**src/rtl/crtc_pkg.sv**
```systemverilog
// ----------------------------------------------------------------------------
// crtc_pkg
// Shared types and constants for the CRT controller register file.
// ----------------------------------------------------------------------------
`default_nettype none

package crtc_pkg;

   typedef enum logic [1:0] {
      ACT_WRITE_INDEX = 2'd0,
      ACT_READ_INDEX  = 2'd1,
      ACT_WRITE_DATA  = 2'd2,
      ACT_READ_DATA   = 2'd3
   } action_type;

   localparam logic [7:0] IDX_H_TOTAL      = 8'h00;
   localparam logic [7:0] IDX_H_DISPLAYED  = 8'h01;
   localparam logic [7:0] IDX_H_SYNC_POS   = 8'h02;
   localparam logic [7:0] IDX_SYNC_WIDTH   = 8'h03;
   localparam logic [7:0] IDX_V_TOTAL      = 8'h04;
   localparam logic [7:0] IDX_V_ADJUST     = 8'h05;
   localparam logic [7:0] IDX_V_DISPLAYED  = 8'h06;
   localparam logic [7:0] IDX_V_SYNC_POS   = 8'h07;
   localparam logic [7:0] IDX_MAX_SCAN     = 8'h09;
   localparam logic [7:0] IDX_CURSOR_START = 8'h0A;
   localparam logic [7:0] IDX_CURSOR_END   = 8'h0B;
   localparam logic [7:0] IDX_START_HI     = 8'h0C;
   localparam logic [7:0] IDX_START_LO     = 8'h0D;
   localparam logic [7:0] IDX_CURSOR_HI    = 8'h0E;
   localparam logic [7:0] IDX_CURSOR_LO    = 8'h0F;
   localparam logic [7:0] IDX_PEN_HI       = 8'h10;
   localparam logic [7:0] IDX_PEN_LO       = 8'h11;

   localparam logic [7:0] BAD_INDEX_DATA   = 8'hFF;
   localparam logic [4:0] V_SYNC_FIXED     = 5'd16;
   localparam logic [1:0] CURSOR_OFF_CODE  = 2'b01;

   localparam int REQ_DATA_W = 16;
   localparam int RSP_DATA_W = 56;

   // Packed so that the last field sits in the lowest bits.
   typedef struct packed {
      logic [2:0]  pad;
      logic [15:0] cursor_address_out;
      logic [15:0] display_start_out;
      logic [4:0]  cursor_last_line;
      logic [4:0]  cursor_first_line;
      logic        cursor_enabled;
      logic        illegal_index;
      logic        resize_request;
      logic [7:0]  read_data;
   } rsp_type;

endpackage

`default_nettype wire

```
**src/rtl/crtc_reg_bank.sv**
```systemverilog
// ----------------------------------------------------------------------------
// crtc_reg_bank
// Indexed register bank: decodes one access, updates the registers and
// forms the result of that access.
// ----------------------------------------------------------------------------
`default_nettype none

module crtc_reg_bank (
   input  wire logic             clock,
   input  wire logic             reset,
   input  wire logic             step_en,
   input  wire crtc_pkg::action_type action,
   input  wire logic [7:0]       bus_data,
   input  wire logic             variant_mode,
   output crtc_pkg::rsp_type     result
);
   import crtc_pkg::*;

   logic [7:0]  index_ff,       index_in;
   logic [7:0]  h_total_ff,     h_total_in;
   logic [7:0]  h_disp_ff,      h_disp_in;
   logic [7:0]  h_sync_pos_ff,  h_sync_pos_in;
   logic [3:0]  h_sync_w_ff,    h_sync_w_in;
   logic [4:0]  v_sync_w_ff,    v_sync_w_in;
   logic [7:0]  v_total_ff,     v_total_in;
   logic [7:0]  v_adjust_ff,    v_adjust_in;
   logic [7:0]  v_disp_ff,      v_disp_in;
   logic [7:0]  v_sync_pos_ff,  v_sync_pos_in;
   logic [4:0]  max_scan_ff,    max_scan_in;
   logic [5:0]  cur_start_ff,   cur_start_in;
   logic [4:0]  cur_end_ff,     cur_end_in;
   logic [15:0] start_addr_ff,  start_addr_in;
   logic [15:0] cur_loc_ff,     cur_loc_in;
   logic [13:0] pen_ff,         pen_in;
   logic        cur_vis_ff,     cur_vis_in;

   logic [7:0]  rd_data;
   logic        resize;
   logic        bad;

   always_comb begin
      index_in      = index_ff;
      h_total_in    = h_total_ff;
      h_disp_in     = h_disp_ff;
      h_sync_pos_in = h_sync_pos_ff;
      h_sync_w_in   = h_sync_w_ff;
      v_sync_w_in   = v_sync_w_ff;
      v_total_in    = v_total_ff;
      v_adjust_in   = v_adjust_ff;
      v_disp_in     = v_disp_ff;
      v_sync_pos_in = v_sync_pos_ff;
      max_scan_in   = max_scan_ff;
      cur_start_in  = cur_start_ff;
      cur_end_in    = cur_end_ff;
      start_addr_in = start_addr_ff;
      cur_loc_in    = cur_loc_ff;
      pen_in        = pen_ff;
      cur_vis_in    = cur_vis_ff;
      rd_data       = 8'h00;
      resize        = 1'b0;
      bad           = 1'b0;

      unique case (action)
         ACT_WRITE_INDEX: begin
            index_in = bus_data;
         end
         ACT_READ_INDEX: begin
            rd_data = index_ff;
         end
         ACT_WRITE_DATA: begin
            unique case (index_ff)
               IDX_H_TOTAL: begin
                  h_total_in = bus_data;
                  resize     = (h_total_ff != bus_data);
               end
               IDX_H_DISPLAYED: begin
                  h_disp_in = bus_data;
                  resize    = (h_disp_ff != bus_data);
               end
               IDX_H_SYNC_POS: h_sync_pos_in = bus_data;
               IDX_SYNC_WIDTH: begin
                  h_sync_w_in = bus_data[3:0];
                  v_sync_w_in = variant_mode ? {1'b0, bus_data[7:4]} : V_SYNC_FIXED;
               end
               IDX_V_TOTAL: begin
                  v_total_in = bus_data;
                  resize     = (v_total_ff != bus_data);
               end
               IDX_V_ADJUST: begin
                  v_adjust_in = bus_data;
                  resize      = (v_adjust_ff != bus_data);
               end
               IDX_V_DISPLAYED: begin
                  v_disp_in = bus_data;
                  resize    = (v_disp_ff != bus_data);
               end
               IDX_V_SYNC_POS: v_sync_pos_in = bus_data;
               IDX_MAX_SCAN: begin
                  max_scan_in = bus_data[4:0];
                  resize      = (max_scan_ff != bus_data[4:0]);
               end
               IDX_CURSOR_START: begin
                  cur_start_in = bus_data[5:0];
                  cur_vis_in   = (bus_data[6:5] != CURSOR_OFF_CODE);
               end
               IDX_CURSOR_END:   cur_end_in          = bus_data[4:0];
               IDX_START_HI:     start_addr_in[15:8] = bus_data;
               IDX_START_LO:     start_addr_in[7:0]  = bus_data;
               IDX_CURSOR_HI:    cur_loc_in[15:8]    = bus_data;
               IDX_CURSOR_LO:    cur_loc_in[7:0]     = bus_data;
               IDX_PEN_HI:       pen_in[13:8]        = bus_data[5:0];
               IDX_PEN_LO:       pen_in[7:0]         = bus_data;
               default:          bad                 = 1'b1;
            endcase
         end
         ACT_READ_DATA: begin
            unique case (index_ff)
               IDX_H_TOTAL:      rd_data = h_total_ff;
               IDX_H_DISPLAYED:  rd_data = h_disp_ff;
               IDX_H_SYNC_POS:   rd_data = h_sync_pos_ff;
               IDX_SYNC_WIDTH:
                  rd_data = variant_mode ? {v_sync_w_ff[3:0], h_sync_w_ff}
                                         : {4'h0, h_sync_w_ff};
               IDX_V_TOTAL:      rd_data = v_total_ff;
               IDX_V_ADJUST:     rd_data = v_adjust_ff;
               IDX_V_DISPLAYED:  rd_data = v_disp_ff;
               IDX_V_SYNC_POS:   rd_data = v_sync_pos_ff;
               IDX_MAX_SCAN:     rd_data = {3'b000, max_scan_ff};
               IDX_CURSOR_START: rd_data = {2'b00, cur_start_ff};
               IDX_CURSOR_END:   rd_data = {3'b000, cur_end_ff};
               IDX_START_HI:     rd_data = start_addr_ff[15:8];
               IDX_START_LO:     rd_data = start_addr_ff[7:0];
               IDX_CURSOR_HI:    rd_data = cur_loc_ff[15:8];
               IDX_CURSOR_LO:    rd_data = cur_loc_ff[7:0];
               IDX_PEN_HI:       rd_data = {2'b00, pen_ff[13:8]};
               IDX_PEN_LO:       rd_data = pen_ff[7:0];
               default: begin
                  rd_data = BAD_INDEX_DATA;
                  bad     = 1'b1;
               end
            endcase
         end
      endcase
   end

   always_comb begin
      result                    = '0;
      result.read_data          = rd_data;
      result.resize_request     = resize;
      result.illegal_index      = bad;
      result.cursor_enabled     = cur_vis_in;
      result.cursor_first_line  = cur_start_in[4:0];
      result.cursor_last_line   = cur_end_in;
      result.display_start_out  = start_addr_in;
      result.cursor_address_out = cur_loc_in;
   end

   always_ff @(posedge clock) begin
      if (reset) begin
         index_ff      <= '0;
         h_total_ff    <= '0;
         h_disp_ff     <= '0;
         h_sync_pos_ff <= '0;
         h_sync_w_ff   <= '0;
         v_sync_w_ff   <= '0;
         v_total_ff    <= '0;
         v_adjust_ff   <= '0;
         v_disp_ff     <= '0;
         v_sync_pos_ff <= '0;
         max_scan_ff   <= '0;
         cur_start_ff  <= '0;
         cur_end_ff    <= '0;
         start_addr_ff <= '0;
         cur_loc_ff    <= '0;
         pen_ff        <= '0;
         cur_vis_ff    <= 1'b0;
      end else if (step_en) begin
         index_ff      <= index_in;
         h_total_ff    <= h_total_in;
         h_disp_ff     <= h_disp_in;
         h_sync_pos_ff <= h_sync_pos_in;
         h_sync_w_ff   <= h_sync_w_in;
         v_sync_w_ff   <= v_sync_w_in;
         v_total_ff    <= v_total_in;
         v_adjust_ff   <= v_adjust_in;
         v_disp_ff     <= v_disp_in;
         v_sync_pos_ff <= v_sync_pos_in;
         max_scan_ff   <= max_scan_in;
         cur_start_ff  <= cur_start_in;
         cur_end_ff    <= cur_end_in;
         start_addr_ff <= start_addr_in;
         cur_loc_ff    <= cur_loc_in;
         pen_ff        <= pen_in;
         cur_vis_ff    <= cur_vis_in;
      end
   end

endmodule

`default_nettype wire

```
**src/rtl/crt_controller_register_file.sv**
```systemverilog
// ----------------------------------------------------------------------------
// crt_controller_register_file
// CRT controller indexed register file with stream request/response channels.
//
// Usage:
//   req_* carries one bus access per transfer (action, byte). Every request
//   produces exactly one response on rsp_*, in order: read byte, resize and
//   illegal-index flags, and the cursor/start-address state after the access.
//   csr_wr_en writes variant_mode (sync-width packing); write only while idle.
// Timing:
//   Request is registered, decoded against the register bank and captured in
//   the response register, which drives rsp_tvalid and rsp_tdata.
//   One transfer per cycle is sustained while rsp_tready stays high; the bank
//   updates as each request moves into the response register.
// Reset:
//   All bank registers and variant_mode clear to zero, both channels empty.
// Backpressure:
//   While rsp_tready is low the response holds, the input stage still takes
//   one more request, then req_tready drops until the response drains.
// ----------------------------------------------------------------------------
`default_nettype none

module crt_controller_register_file (
   input  wire logic        clock,
   input  wire logic        reset,
   input  wire logic        csr_wr_en,
   input  wire logic        csr_wr_data,
   input  wire logic        req_tvalid,
   output logic             req_tready,
   // [1:0] action, [9:2] bus_data, [15:10] zero
   input  wire logic [crtc_pkg::REQ_DATA_W-1:0] req_tdata,
   output logic             rsp_tvalid,
   input  wire logic        rsp_tready,
   // [7:0] read_data, [8] resize_request, [9] illegal_index,
   // [10] cursor_enabled, [15:11] cursor_first_line, [20:16] cursor_last_line,
   // [36:21] display_start_out, [52:37] cursor_address_out, [55:53] zero
   output logic [crtc_pkg::RSP_DATA_W-1:0] rsp_tdata
);
   import crtc_pkg::*;

   logic        variant_ff;
   logic        in_valid_ff;
   action_type  in_action_ff;
   logic [7:0]  in_data_ff;
   logic        out_valid_ff;
   rsp_type     out_ff;
   rsp_type     result;
   logic        advance;

   assign advance    = in_valid_ff && (!out_valid_ff || rsp_tready);
   assign req_tready = !in_valid_ff || advance;
   assign rsp_tvalid = out_valid_ff;
   assign rsp_tdata  = out_ff;

   crtc_reg_bank u_bank (
      .clock        (clock),
      .reset        (reset),
      .step_en      (advance),
      .action       (in_action_ff),
      .bus_data     (in_data_ff),
      .variant_mode (variant_ff),
      .result       (result)
   );

   always_ff @(posedge clock) begin
      if (reset) begin
         variant_ff   <= 1'b0;
         in_valid_ff  <= 1'b0;
         out_valid_ff <= 1'b0;
      end else begin
         if (csr_wr_en) begin
            variant_ff <= csr_wr_data;
         end
         if (req_tready) begin
            in_valid_ff <= req_tvalid;
         end
         if (advance) begin
            out_valid_ff <= 1'b1;
         end else if (rsp_tready) begin
            out_valid_ff <= 1'b0;
         end
      end
   end

   always_ff @(posedge clock) begin
      if (req_tready && req_tvalid) begin
         in_action_ff <= action_type'(req_tdata[1:0]);
         in_data_ff   <= req_tdata[9:2];
      end
      if (advance) begin
         out_ff <= result;
      end
   end

endmodule

`default_nettype wire

```
**config.mk**
```make
export PLATFORM = sky130hd
export DESIGN_NAME = crt_controller_register_file
export DESIGN_NICKNAME = d
export VERILOG_FILES = /design/src/rtl/crtc_pkg.sv /design/src/rtl/crtc_reg_bank.sv /design/src/rtl/crt_controller_register_file.sv
export SDC_FILE = /design/constraint.sdc
export NUM_CORES = 1
export LEC_CHECK = 0
export ABC_AREA = 1
export BUFFER_PORTS_ARGS = -buffer_cell sky130_fd_sc_hd__clkbuf_2
export CORE_MARGIN = 4
export CORE_UTILIZATION = 40
export DETAILED_ROUTE_END_ITERATION = 10
export GPL_TIMING_DRIVEN = 0
export PLACE_DENSITY = 0.6
export SLEW_MARGIN = 20
export SYNTH_ARGS = -nofsm -noshare
export SYNTH_HDL_FRONTEND = slang
export SYNTH_SLANG_ARGS = --single-unit
```
**constraint.sdc**
```tcl
create_clock -name clock -period 4.3 [get_ports clock]
set_clock_uncertainty 0.2 [all_clocks]
set_input_delay 0.215 -clock clock [delete_from_list [all_inputs] [get_ports clock]]
set_output_delay 0.215 -clock clock [all_outputs]
set_load 0.1 [all_outputs]
```
; Word-level counts from Yosys, hierarchy flattened
; Cells that the tools add are included.
[totals]
ff_bits = 201
latch_bits = 0
ramBits = 0
mem_bits_ro = 0
inputBits = 22
output_inout_bits = 58
n_memories = 0
[op_classes]
add_sub_neg = 0
mul = 0
div_mod_pow = 0
magnitude_cmp = 0
eq_ne = 26
shift = 0
muxes = 20
bitwise_logic = 0
n_reduce_logical = 24
[op_table]
columns = op, count
row1 = $pmux W8 S17, 1
row2 = $eq A8 B4 Y1 const B, 7
row3 = $mux W8, 5
row4 = $ne A8 B8 Y1, 5
row5 = $reduce_and A3 Y1, 12
row6 = $eq A8 B3 Y1 const B, 4
row7 = $mux W16, 2
row8 = $mux W5, 4
row9 = $reduce_or A17 Y1, 1
row10 = $eq A8 B2 Y1 const B, 2
row11 = $eq A8 B5 Y1 const B, 2
row12 = $pmux W8 S2, 1
row13 = $eq A8 B1 Y1 const B, 1
row14 = $logic_not A8 Y1, 1
row15 = $pmux W1 S6, 1
row16 = $mux W1, 5
row17 = $ne A5 B5 Y1, 1
row18 = $eq A2 B2 Y1 const B, 2
row19 = $mux W4, 1
row20 = $eq A2 B1 Y1 const B, 1
row21 = $logic_and A1 B1 Y1, 2
row22 = $logic_not A1 Y1, 2
row23 = $logic_not A2 Y1, 1
row24 = $logic_or A1 B1 Y1, 2
row25 = other kinds (4), 4

; Depth between registers and ports, before layout
; Gate-level depths: netlist of the first run.
[logic_depth]
depth_word = 5
ltp_mapped = 16
depth_no_buf = 16

; Modules after synthesis
; Synthesis of the first run repeated with hierarchy kept, for this count alone.
[hier_totals]
cells_unflattened = 1107
area_unflattened_um2 = 9003.6
[by_module_without_submodules]
columns = module, instances, cells_each, area_per_inst_um2, seq_area_each_um2
row1 = crtc_reg_bank, 1, 1024, 6894.1, 2702.6
row2 = crt_controller_register_file, 1, 83, 2109.5, 2042.0

; Worst setup path after synthesis of the first run
; Ideal clock, no wire load.
[synth_path]
kind = register to register
from = register out_valid_ff (netlist: rsp_tvalid)
to = register out_ff (netlist bit rsp_tdata[0]) (enable)
arrival_ns = 2.943
required_ns = 3.662
setup_slack_ns = 0.719
stages_incl_launch_ff = 6
cell_sequence = dfxtp_1 -> nand2_1 -> nand2_1 -> buf_2 -> inv_1 -> clkbuf_1
[synth_via]
elab_chain_len = 3
[synth_rtl]
columns = item, line_no
row1 = start: declaration, crt_controller_register_file.sv:45  ; logic out_valid_ff;
row2 = start signal: assignment, crt_controller_register_file.sv:69  ; out_valid_ff <= 1'b0;
row3 = start signal: assignment, crt_controller_register_file.sv:78  ; out_valid_ff <= 1'b1;
row4 = start signal: assignment, crt_controller_register_file.sv:80  ; out_valid_ff <= 1'b0;
row5 = $logic_not A1 Y1, crt_controller_register_file.sv:50  ; assign advance = in_valid_ff && (!out_valid_ff || rsp_tready);
row6 = $logic_or A1 B1 Y1, crt_controller_register_file.sv:50
row7 = $logic_and A1 B1 Y1, crt_controller_register_file.sv:50
row8 = named net advance, crt_controller_register_file.sv:48  ; logic advance;
row9 = end signal: assignment, crt_controller_register_file.sv:91  ; out_ff <= result;
row10 = end: declaration, crt_controller_register_file.sv:46  ; rsp_type out_ff;
; The timed path passes the listed nets, and every way through them passes these cells.
; A chain may end at the register's enable or synchronous reset.

==> results of run 1 <==
metrics by stage:
stage | cells | hold slack (ps) | worst slack (ps) | power [mW] | utilization
6_report | 1484 | 43.9 | 1600 | 4.57 | 0.482
5_1_grt | 1484 | 52.9 | 1420 | 4.73 | 0.482
4_1_cts | 1484 | 26.5 | 1590 | 4.60 | 0.482
3_5_place_dp | 1427 | 194 | 1590 | 2.66 | 0.441
3_3_place_gp | 1426 | 193 | 364 | 2.65 | 0.440
2_1_floorplan | 1077 | 114 | 719 | 2.51 | -
sequential cells by signal, summed over array words and instances (netlist names):
| name | count |
|---|---|
| in_action_ff | 2 |
| in_data_ff | 8 |
| in_valid_ff | 1 |
| rsp_tdata | 53 |
| rsp_tvalid | 1 |
| u_bank.cur_end_ff | 5 |
| u_bank.cur_loc_ff | 16 |
| u_bank.cur_start_ff | 6 |
| u_bank.cur_vis_ff | 1 |
| u_bank.h_disp_ff | 8 |
| u_bank.h_sync_pos_ff | 8 |
| u_bank.h_sync_w_ff | 4 |
| u_bank.h_total_ff | 8 |
| u_bank.index_ff | 8 |
| u_bank.max_scan_ff | 5 |
| u_bank.pen_ff | 14 |
| u_bank.start_addr_ff | 16 |
| u_bank.v_adjust_ff | 8 |
| u_bank.v_disp_ff | 8 |
| u_bank.v_sync_pos_ff | 8 |
| u_bank.v_sync_w_ff | 4 |
| u_bank.v_total_ff | 8 |
| variant_ff | 1 |
final timing paths:
path                           end  slack, ps  cells past startpoint
max reg2reg           rsp_tdata[3]       1600                     11
min reg2reg      u_bank.cur_vis_ff        270                      2
min          u_bank.cur_loc_ff[12]         40                      4
max                   rsp_tdata[3]       1600                     11
power breakdown:
part,internal (mW),switching [mW]
Combinational,0.109,0.448
Clock,1.16,0.779
Sequential,2.03,0.0468
cell type report:
| type | count | area [um^2] |
|---|---|---|
| Tap cell | 280 | 350 |
| Multi-Input combinational cell | 711 | 3590 |
| Clock inverter | 13 | 144 |
| Buffer | 53 | 244 |
| Clock buffer | 28 | 594 |
| Sequential cell | 201 | 4650 |
| Timing Repair Buffer | 86 | 526 |
| Inverter | 112 | 420 |
| Fill cell | 2191 | 11300 |
repair_timing:
| action | in CTS | in global routing |
|---|---|---|
| endpoints found under the hold margin | 13 | 0 |
| hold buffers | 16 | 0 |
| gates resized for setup | 0 | 0 |
cell families (layout without fill, tap and decap cells):
group / after synthesis / count (layout) / synth area share
AND/OR/NAND/NOR: 460 / 460 / 0.225
XOR/XNOR: 2 / 2 / 0.00197
multiplexers: 1 / 1 / 0.00113
other: 1 / 3 / 0.000421
AO/OA/AOI/OAI: 245 / 245 / 0.175
buffers and inverters: 165 / 292 / 0.0742
flip-flops: 201 / 201 / 0.523
metal layers:
metal	vias to the layer above	global-route usage	share of wire
li1	3849	-	-
met1	3582	0.301	0.42
met2	273	0.371	0.46
met3	77	0.0382	0.069
met4	0	0.0922	0.046
met5	-	0	0
synthesized netlist by cell type, types with 2 or more instances:
cell type,number
dfxtp_1,138
buf_2,15
a211oi_1,94
o21ai_0,63
a21oi_1,31
o2111ai_1,7
buf_4,6
nand2_1,213
nand3_1,34
nor2_1,164
nand2_2,8
a22o_1,5
inv_1,94
nor2_2,8
o21ai_1,33
o211ai_1,2
o22ai_1,4
clkbuf_1,31
clkinv_1,3
nor3_4,2
nor2_4,13
nand4_1,7
inv_2,15
edfxtp_1,63
nor3_1,6
xor2_1,2
critical path, delay by kind of cell (launching register included):
family / cells / cell delay (ps)
simple gates: 8 / 1470
flops: 1 / 370
compound gates: 1 / 90
buf+inv: 2 / 290
==> results.py, run 1 <==
metrics = {
    "status": {
        "status": "complete, no violations",
    },
    "pwr": {
        "p_leak_nw": 4.26,
        "power_density_mw_per_mm2": 435,
        "peakVddDrop_mv": 0.297,
    },
    "worst_setup_path": {
        "crit_fanout": 9,
        "cp-start-kind": "flip-flop",
        "crit_arrival_ps": 2750,
        "slowest_stage": "nor4b_1",
        "endpoint_kind": "flip-flop",
        "crit_chain": "nor2_2 > nand2_4 > inv_2 > nand2_1 > inv_1 > nand2_1 > nand2_1 > nor4b_1 > nand3_1 > nand2_1 > o21ai_0",
        "crit_required_ps": 4350,
        "r2r-start": "u_bank.index_ff[4]",
        "criticalPathCategory": "flip-flop to flip-flop",
        "setup.worst_path.start": "u_bank.index_ff[4]",
        "cpMostUsedCell": "nand2_1",
        "max_stage_delay_ps": 640,
    },
    "cts": {
        "cts-root-buf": "clkbuf_16",
        "cts_setup_buffers": 0,
        "cts_buffers": 23,
        "cts_max_level": 1,
        "clockBufferDepth": 3,
        "clock_latency_ps": 510,
        "path_clk_slew_ps": 60,
        "tritoncts": "done",
        "cts_sinks": 201,
    },
    "layout": {
        "mostFrequentLayoutCells": "nand2_1, nor2_1, dfxtp_1, inv_1, a211oi_1",
        "syn2layout_area_growth_pct": 18.3,
        "final_common_cell": "nand2_1",
        "drive_gt1_frac": 0.145,
        "stdcell_area_mm2": 0.0105,
        "nets": 1210,
        "diodes": 0,
    },
    "yosys": {
        "synth_edf_count": 63,
        "synth.area.top_cells": "dfxtp_1, edfxtp_1, nand2_1",
        "synth.distinct_cells": 40,
        "synth_area_mm2": 0.00890,
        "avgSynthCellArea_um2": 8.28,
        "netlist_instances": 1075,
        "synth_seq_cells": 201,
        "yosys_warnings": 0,
        "synth_area_leader_cell": "dfxtp_1",
        "postSynth.asyncResetShare": 0,
        "synth_ff_type": "dfxtp_1",
        "yosys.area.top_type_share": 0.311,
        "yosysSeqAreaShare": 0.523,
    },
    "global_route": {
        "antenna_found_initial": 0,
        "grt_max_degree": 47,
        "grt-ovfl-total": 0,
        "grt_pass1_wl_um": 43000,
        "grt_pass1_vias": 7291,
        "grt_use_total": 0.227,
    },
    "floorplan": {
        "die_height_um": 157,
        "coreArea_mm2": 0.0218,
        "num_rows": 54,
        "die_w_um": 157,
        "ios": 80,
        "initial_core_util": 0.408,
        "die_area_mm2": 0.0247,
    },
    "place": {
        "place.gp.congestion": 0.951,
        "io_buffers": 69,
        "dp_hpwl_um": 20300,
        "place_area_mm2": 0.00962,
    },
    "drt": {
        "post-route-drc-count": 0,
        "ant_nets": 0,
        "routed_via_density": 5.24,
        "wire_per_inst_um": 19.0,
        "drtIter0Drc": 562,
        "drtPass1Iterations": 5,
        "dr_total_vias": 7781,
        "wl_um": 28300,
    },
    "timing": {
        "report.final.hold_viol_count": 0,
        "slew-limit-headroom": 0.414,
        "rsz0062_at_grt": "no",
        "fin_crit_ps": 2700,
        "max_freq_mhz": 370,
        "setup_violations": 0,
        "slew_viol_final": 0,
        "finalSetupTns_ps": 0,
        "worst_pin_slew_ps": 879,
        "timing.final.crit_share": 0.629,
    },
    "min_path": {
        "hold_start": "reset",
        "hold_path_class": "input port to flip-flop",
    },
    "flow_run": {
        "cap_viol_max_count": 0,
    },
}
Note: power is estimated with default switching activity, not from simulation.
==> run 2: changes to the inputs <==
- clock period: 4.3 -> 2.78 ns (I/O delays scaled with it)
==> run 2 against run 1 <==
Against the previous run: sequential power up 54%; routed wire length is 0.86% lower; count of clock-buffer cells in the layout shrank 1; combinational power up 54%; via count rose by 0.26%; critical endpoint unchanged; largest power group unchanged.
==> results.py, run 2 (same netlist as run 1, synthesis figures left out) <==
metrics = {
    "global_route": {
        "grt_pass1_wl_um": 42500,
        "grt_max_degree": 63,
        "grt_pass1_vias": 7288,
        "grt-ovfl-total": 0,
        "grt_use_total": 0.225,
        "antenna_found_initial": 0,
    },
    "drt": {
        "ant_nets": 0,
        "post-route-drc-count": 0,
        "wl_um": 28000,
        "wire_per_inst_um": 18.9,
        "routed_via_density": 5.26,
        "drtIter0Drc": 583,
        "drtPass1Iterations": 5,
        "dr_total_vias": 7801,
    },
    "pwr": {
        "p_int_mw": 5.19,
        "combPwrFrac": 0.120,
        "p_sw_mw": 1.97,
        "swShare": 0.275,
        "power_frac_clock": 0.431,
        "power_density_mw_per_mm2": 679,
        "peakVddDrop_mv": 0.358,
        "p_seq_frac": 0.449,
        "p_leak_nw": 4.27,
        "total_power_mw": 7.16,
    },
    "timing": {
        "max_freq_mhz": 386,
        "rsz0062_at_grt": "no",
        "hold-worst-slack_ps": 148,
        "worst_pin_slew_ps": 884,
        "slew_viol_final": 0,
        "setup_violations": 0,
        "slew-limit-headroom": 0.411,
        "finalSetupTns_ps": 0,
        "timing.final.crit_share": 0.933,
        "fin_ws_ps": 187,
        "report.final.hold_viol_count": 0,
        "fin_crit_ps": 2590,
    },
    "layout": {
        "syn2layout_area_growth_pct": 18.5,
        "nFillCells": 2143,
        "final_common_cell": "nand2_1",
        "largest_reg_flops": 53,
        "diodes": 0,
        "mostFrequentLayoutCells": "nand2_1, nor2_1, dfxtp_1, inv_1, a211oi_1",
        "seqCellArea_mm2": 0.00466,
        "multi_input_area_mm2": 0.00359,
        "nets": 1210,
        "drive_gt1_frac": 0.145,
    },
    "cts": {
        "clockBufferDepth": 3,
        "cts_buffers": 23,
        "cts_max_level": 1,
        "cts-root-buf": "clkbuf_16",
        "path_clk_slew_ps": 60,
        "clock_latency_ps": 510,
        "cts_setup_buffers": 0,
        "tritoncts": "done",
        "cts_sinks": 201,
    },
    "min_path": {
        "hold_path_class": "input port to flip-flop",
    },
    "worst_setup_path": {
        "crit_required_ps": 2830,
        "crit_fanout": 9,
        "crit_chain": "inv_2 > nand2_2 > inv_2 > nand2_1 > nor2_4 > nand2_1 > nand2_1 > nor2_1 > nor4b_1 > nand3_1 > nand2_1 > o21ai_0",
        "endpoint_kind": "flip-flop",
        "slowest_stage": "nor4b_1",
        "rrSetupSlack_ps": 190,
        "crit_arrival_ps": 2640,
        "max_stage_delay_ps": 530,
        "criticalPathCategory": "flip-flop to flip-flop",
        "cpMostUsedCell": "nand2_1",
        "cp-start-kind": "flip-flop",
    },
    "floorplan": {
        "coreArea_mm2": 0.0218,
        "num_rows": 54,
        "initial_core_util": 0.408,
        "die_area_mm2": 0.0247,
        "ios": 80,
        "die_height_um": 157,
        "die_w_um": 157,
    },
    "flow_run": {
        "cap_viol_max_count": 0,
    },
    "place": {
        "place.gp.congestion": 0.958,
        "dp_hpwl_um": 20100,
        "io_buffers": 69,
        "place_ws_ps": 276,
    },
    "status": {
        "status": "complete, no violations",
    },
}
[run 2: cell count changes in the layout (fill, tap and decap cells not counted)]
cell,delta
nand3_1,-1
buf_12,-1
dfxtp_1,-1
clkbuf_1,-1
dfxtp_2,+1
clkinv_2,-1
dlygate4sd3_1,+1
clkinv_1,+2
bufinv_16,+1
nand3_2,+1
clkinvlp_4,-1
[run 2: layer usage]
layer | wire [um] | vias to the layer above | part of all wire | GRT usage
met4 | 1220 | 0 | 0.044 | 0.0848
met5 | 0 | - | 0 | 0
met2 | 13000 | 260 | 0.46 | 0.373
met1 | 12000 | 3619 | 0.43 | 0.298
li1 | - | 3845 | - | -
met3 | 1820 | 77 | 0.065 | 0.0341
[run 2: final cells by class]
class / instances / share of cell area
Inverter: 112 / 0.0399
Sequential cell: 201 / 0.442
Tap cell: 280 / 0.0332
Buffer: 53 / 0.0231
Clock buffer: 27 / 0.0560
Timing Repair Buffer: 86 / 0.0489
Clock inverter: 14 / 0.0160
Multi-Input combinational cell: 711 / 0.341
[run 2: power groups by stage]
| stage | Clock [mW] | Sequential (mW) | Combinational [mW] |
|---|---|---|---|
| floorplan | 0 | 3.55 | 0.339 |
| global placement | 0 | 3.27 | 0.829 |
| detailed placement | 0 | 3.28 | 0.834 |
| CTS | 3.13 | 3.21 | 0.856 |
| global route | 3.24 | 3.22 | 0.916 |
| finish | 3.09 | 3.21 | 0.860 |
[run 2: final timing paths]
path | startpoint | end | cells past startpoint
hold / removal | req_tdata[3] | in_data_ff[1] | 2
setup reg to reg | u_bank.index_ff[0] | rsp_tdata[3] | 12
hold reg to reg | u_bank.v_sync_w_ff[2] | u_bank.v_sync_w_ff[2] | 2
setup / recovery | u_bank.index_ff[0] | rsp_tdata[3] | 12
[run 2: metrics by stage]
| stage | instance area [um^2] | utilization | std cells |
|---|---|---|---|
| 6_report | 10500 | 0.483 | 1484 |
| 5_1_grt | 10500 | 0.483 | 1484 |
| 4_1_cts | 10500 | 0.483 | 1484 |
| 3_5_place_dp | 9610 | 0.440 | 1426 |
| 3_3_place_gp | 9610 | 0.440 | 1426 |
| 2_1_floorplan | 8910 | - | 1077 |
[run 2: what timing repair did]
item	4_1_cts	5_1_grt
gates resized for setup	0	0
endpoints found under the hold margin	27	0
hold buffers	17	0
[run 2: critical path: cells and delay by family, from the launching register on]
| family | cells | cell delay, ps |
|---|---|---|
| AND/OR/NAND/NOR | 9 | 1480 |
| flip-flops | 1 | 420 |
| buffers and inverters | 2 | 160 |
| AO/OA/AOI/OAI | 1 | 70 |
==> run 3: changes to the inputs <==
- ABC_AREA: 1 -> default
==> run 3 against run 2 <==
Against the previous run: the run now ends with setup timing left; maximum frequency fell by 11%; sequential cell count stayed put; die area increased by 0.35%; largest cell class unchanged; largest power group unchanged.
==> results.py, run 3 <==
metrics = {
    "worst_setup_path": {
        "rrSetupSlack_ps": -140,
        "criticalPathCategory": "flip-flop to flip-flop",
        "endpoint_kind": "flip-flop",
        "r2r-end": "rsp_tdata[8]",
        "crit_fanout": 5,
        "r2r-start": "u_bank.index_ff[5]",
        "crit_arrival_ps": 2910,
        "crit_required_ps": 2780,
        "cp-start-kind": "flip-flop",
        "ff2ff_path_depth": 8,
    },
    "cts": {
        "cts_buffers": 21,
        "cts_max_level": 1,
        "clock_latency_ps": 500,
        "tritoncts": "done",
        "cts_sinks": 201,
        "path_clk_slew_ps": 60,
        "cts-root-buf": "clkbuf_16",
        "clockBufferDepth": 3,
    },
    "layout": {
        "largest_reg_flops": 53,
        "syn2layout_area_growth_pct": 22.3,
        "nFillCells": 2065,
        "diodes": 0,
        "fin_util": 0.499,
        "drive_gt1_frac": 0.223,
        "stdcell_area_mm2": 0.0109,
        "mostFrequentLayoutCells": "dfxtp_1, nand2_1, mux2i_1, nor2_1, clkbuf_2",
        "final_common_cell": "dfxtp_1",
        "nets": 1040,
    },
    "timing": {
        "worst_pin_slew_ps": 828,
        "slew_viol_final": 0,
        "timing.final.crit_share": 1.05,
        "fin_ws_ps": -136,
        "max_freq_mhz": 343,
        "setup_violations": 2,
        "rsz0062_at_grt": "yes",
        "hold-worst-slack_ps": 153,
        "slew-limit-headroom": 0.448,
        "report.final.hold_viol_count": 0,
        "fin_crit_ps": 2920,
    },
    "global_route": {
        "grt_max_degree": 63,
        "grt-ovfl-total": 0,
        "grt_pass1_wl_um": 42900,
        "grt_pass1_vias": 7026,
        "grt_use_total": 0.227,
        "antenna_found_initial": 0,
    },
    "yosys": {
        "synth.area.top_cells": "dfxtp_1, edfxtp_1, mux2i_1",
        "yosys.area.top_type_share": 0.309,
        "synth_edf_count": 63,
        "avgSynthCellArea_um2": 9.99,
        "synth.distinct_cells": 53,
        "postSynth.asyncResetShare": 0,
        "synth_area_mm2": 0.00893,
        "yosys_warnings": 0,
        "synth_area_leader_cell": "dfxtp_1",
        "netlist_instances": 894,
        "yosysSeqAreaShare": 0.521,
        "synth_seq_cells": 201,
        "synth_ff_type": "dfxtp_1",
        "yosysMostFrequentCell": "dfxtp_1",
        "synthTopCellsByCount": "dfxtp_1, nand2_1, nor2_1",
    },
    "place": {
        "io_buffers": 69,
        "place_area_mm2": 0.00966,
        "place_ws_ps": -1490,
        "dp_hpwl_um": 19800,
        "place.gp.congestion": 0.976,
    },
    "floorplan": {
        "die_w_um": 157,
        "die_height_um": 157,
        "ios": 80,
        "coreArea_mm2": 0.0219,
        "num_rows": 54,
        "initial_core_util": 0.408,
        "die_area_mm2": 0.0248,
    },
    "drt": {
        "drtIter0Drc": 626,
        "dr_total_vias": 7532,
        "drtPass1Iterations": 6,
        "wire_per_inst_um": 22.1,
        "wl_um": 29000,
        "post-route-drc-count": 0,
        "routed_via_density": 5.75,
        "ant_nets": 0,
    },
    "status": {
        "violations": "setup timing",
        "status": "finished with violations",
    },
    "min_path": {
        "hold_depth": 2,
        "hold_start": "req_tdata[2]",
        "hold_end": "in_data_ff[0]",
        "hold_path_class": "input port to flip-flop",
    },
    "flow_run": {
        "cap_viol_max_count": 0,
    },
    "pwr": {
        "peakVddDrop_mv": 0.415,
        "p_leak_nw": 3.89,
        "power_density_mw_per_mm2": 583,
    },
}
-- run 3: how the worst max path moves through the flow --
stage	from	endpoint	cells past startpoint
2_1_floorplan	u_bank.index_ff[4]	rsp_tdata[8]	7
3_3_place_gp	u_bank.index_ff[1]	rsp_tdata[5]	9
3_5_place_dp	u_bank.index_ff[1]	rsp_tdata[5]	9
4_1_cts	u_bank.index_ff[1]	rsp_tdata[5]	8
5_1_grt	u_bank.index_ff[2]	rsp_tdata[8]	7
6_report	u_bank.index_ff[5]	rsp_tdata[8]	8
-- run 3: where the power goes --
| part | leakage [nW] | switching, mW | internal, mW |
|---|---|---|---|
| clock | 0.297 | 1.13 | 1.44 |
| sequential | 1.71 | 0.0275 | 3.07 |
| combinational | 1.88 | 0.552 | 0.135 |
| total | 3.89 | 1.71 | 4.65 |
-- run 3: routing by layer --
layer / global-route usage / wire, um
met1: 0.319 / 12300
met2: 0.348 / 12900
met3: 0.0569 / 2820
met4: 0.0709 / 934
met5: 0 / 0
-- run 3: cell type report --
type                       count  area [um^2]  share of cell area
multi-input combinational    614         4230               0.387
clock inverter                 5         22.5             0.00206
inverter                       1         3.75            0.000344
buffer                        73          353              0.0323
clock buffer                  31          583              0.0534
sequential                   201         4660               0.427
tap                          280          350              0.0321
timing repair buffer         106          716              0.0656
-- run 3: metrics by stage --
step,cells,TNS (ps),total power [mW]
after floorplan,896,0,3.61
after global placement,1245,-70030,3.78
after detailed placement,1246,-37220,3.78
after CTS,1298,-374,6.37
after global routing,1311,-726,6.54
final,1311,-177,6.36
-- run 3: what timing repair did --
| action | 4_1_cts | 5_1_grt |
|---|---|---|
| setup buffers | 6 | 13 |
| gates resized for setup | 52 | 30 |
| pin swaps | 9 | 18 |
| setup endpoints to repair | 154 | 130 |
| hold buffers | 16 | 0 |
| cloned | 0 | 1 |
| hold endpoints to repair | 30 | 0 |
-- run 3: worst max-delay path, stage by stage, from the launching register on --
cell	delay [ps]
dfxtp_2	340
or4_4	600
buf_12	170
nor2_4	150
buf_4	140
a22o_1	240
o21ai_0	170
a2111oi_2	430
a31oi_1	160
-- run 3: cell families after synthesis --
kind of cell,Yosys count,share of synthesized area
AO/OA/AOI/OAI,157,0.116
XOR/XNOR,5,0.00490
buffers and inverters,81,0.0374
flip-flops,201,0.521
multiplexers,132,0.154
other,1,0.000420
AND/OR/NAND/NOR,317,0.166
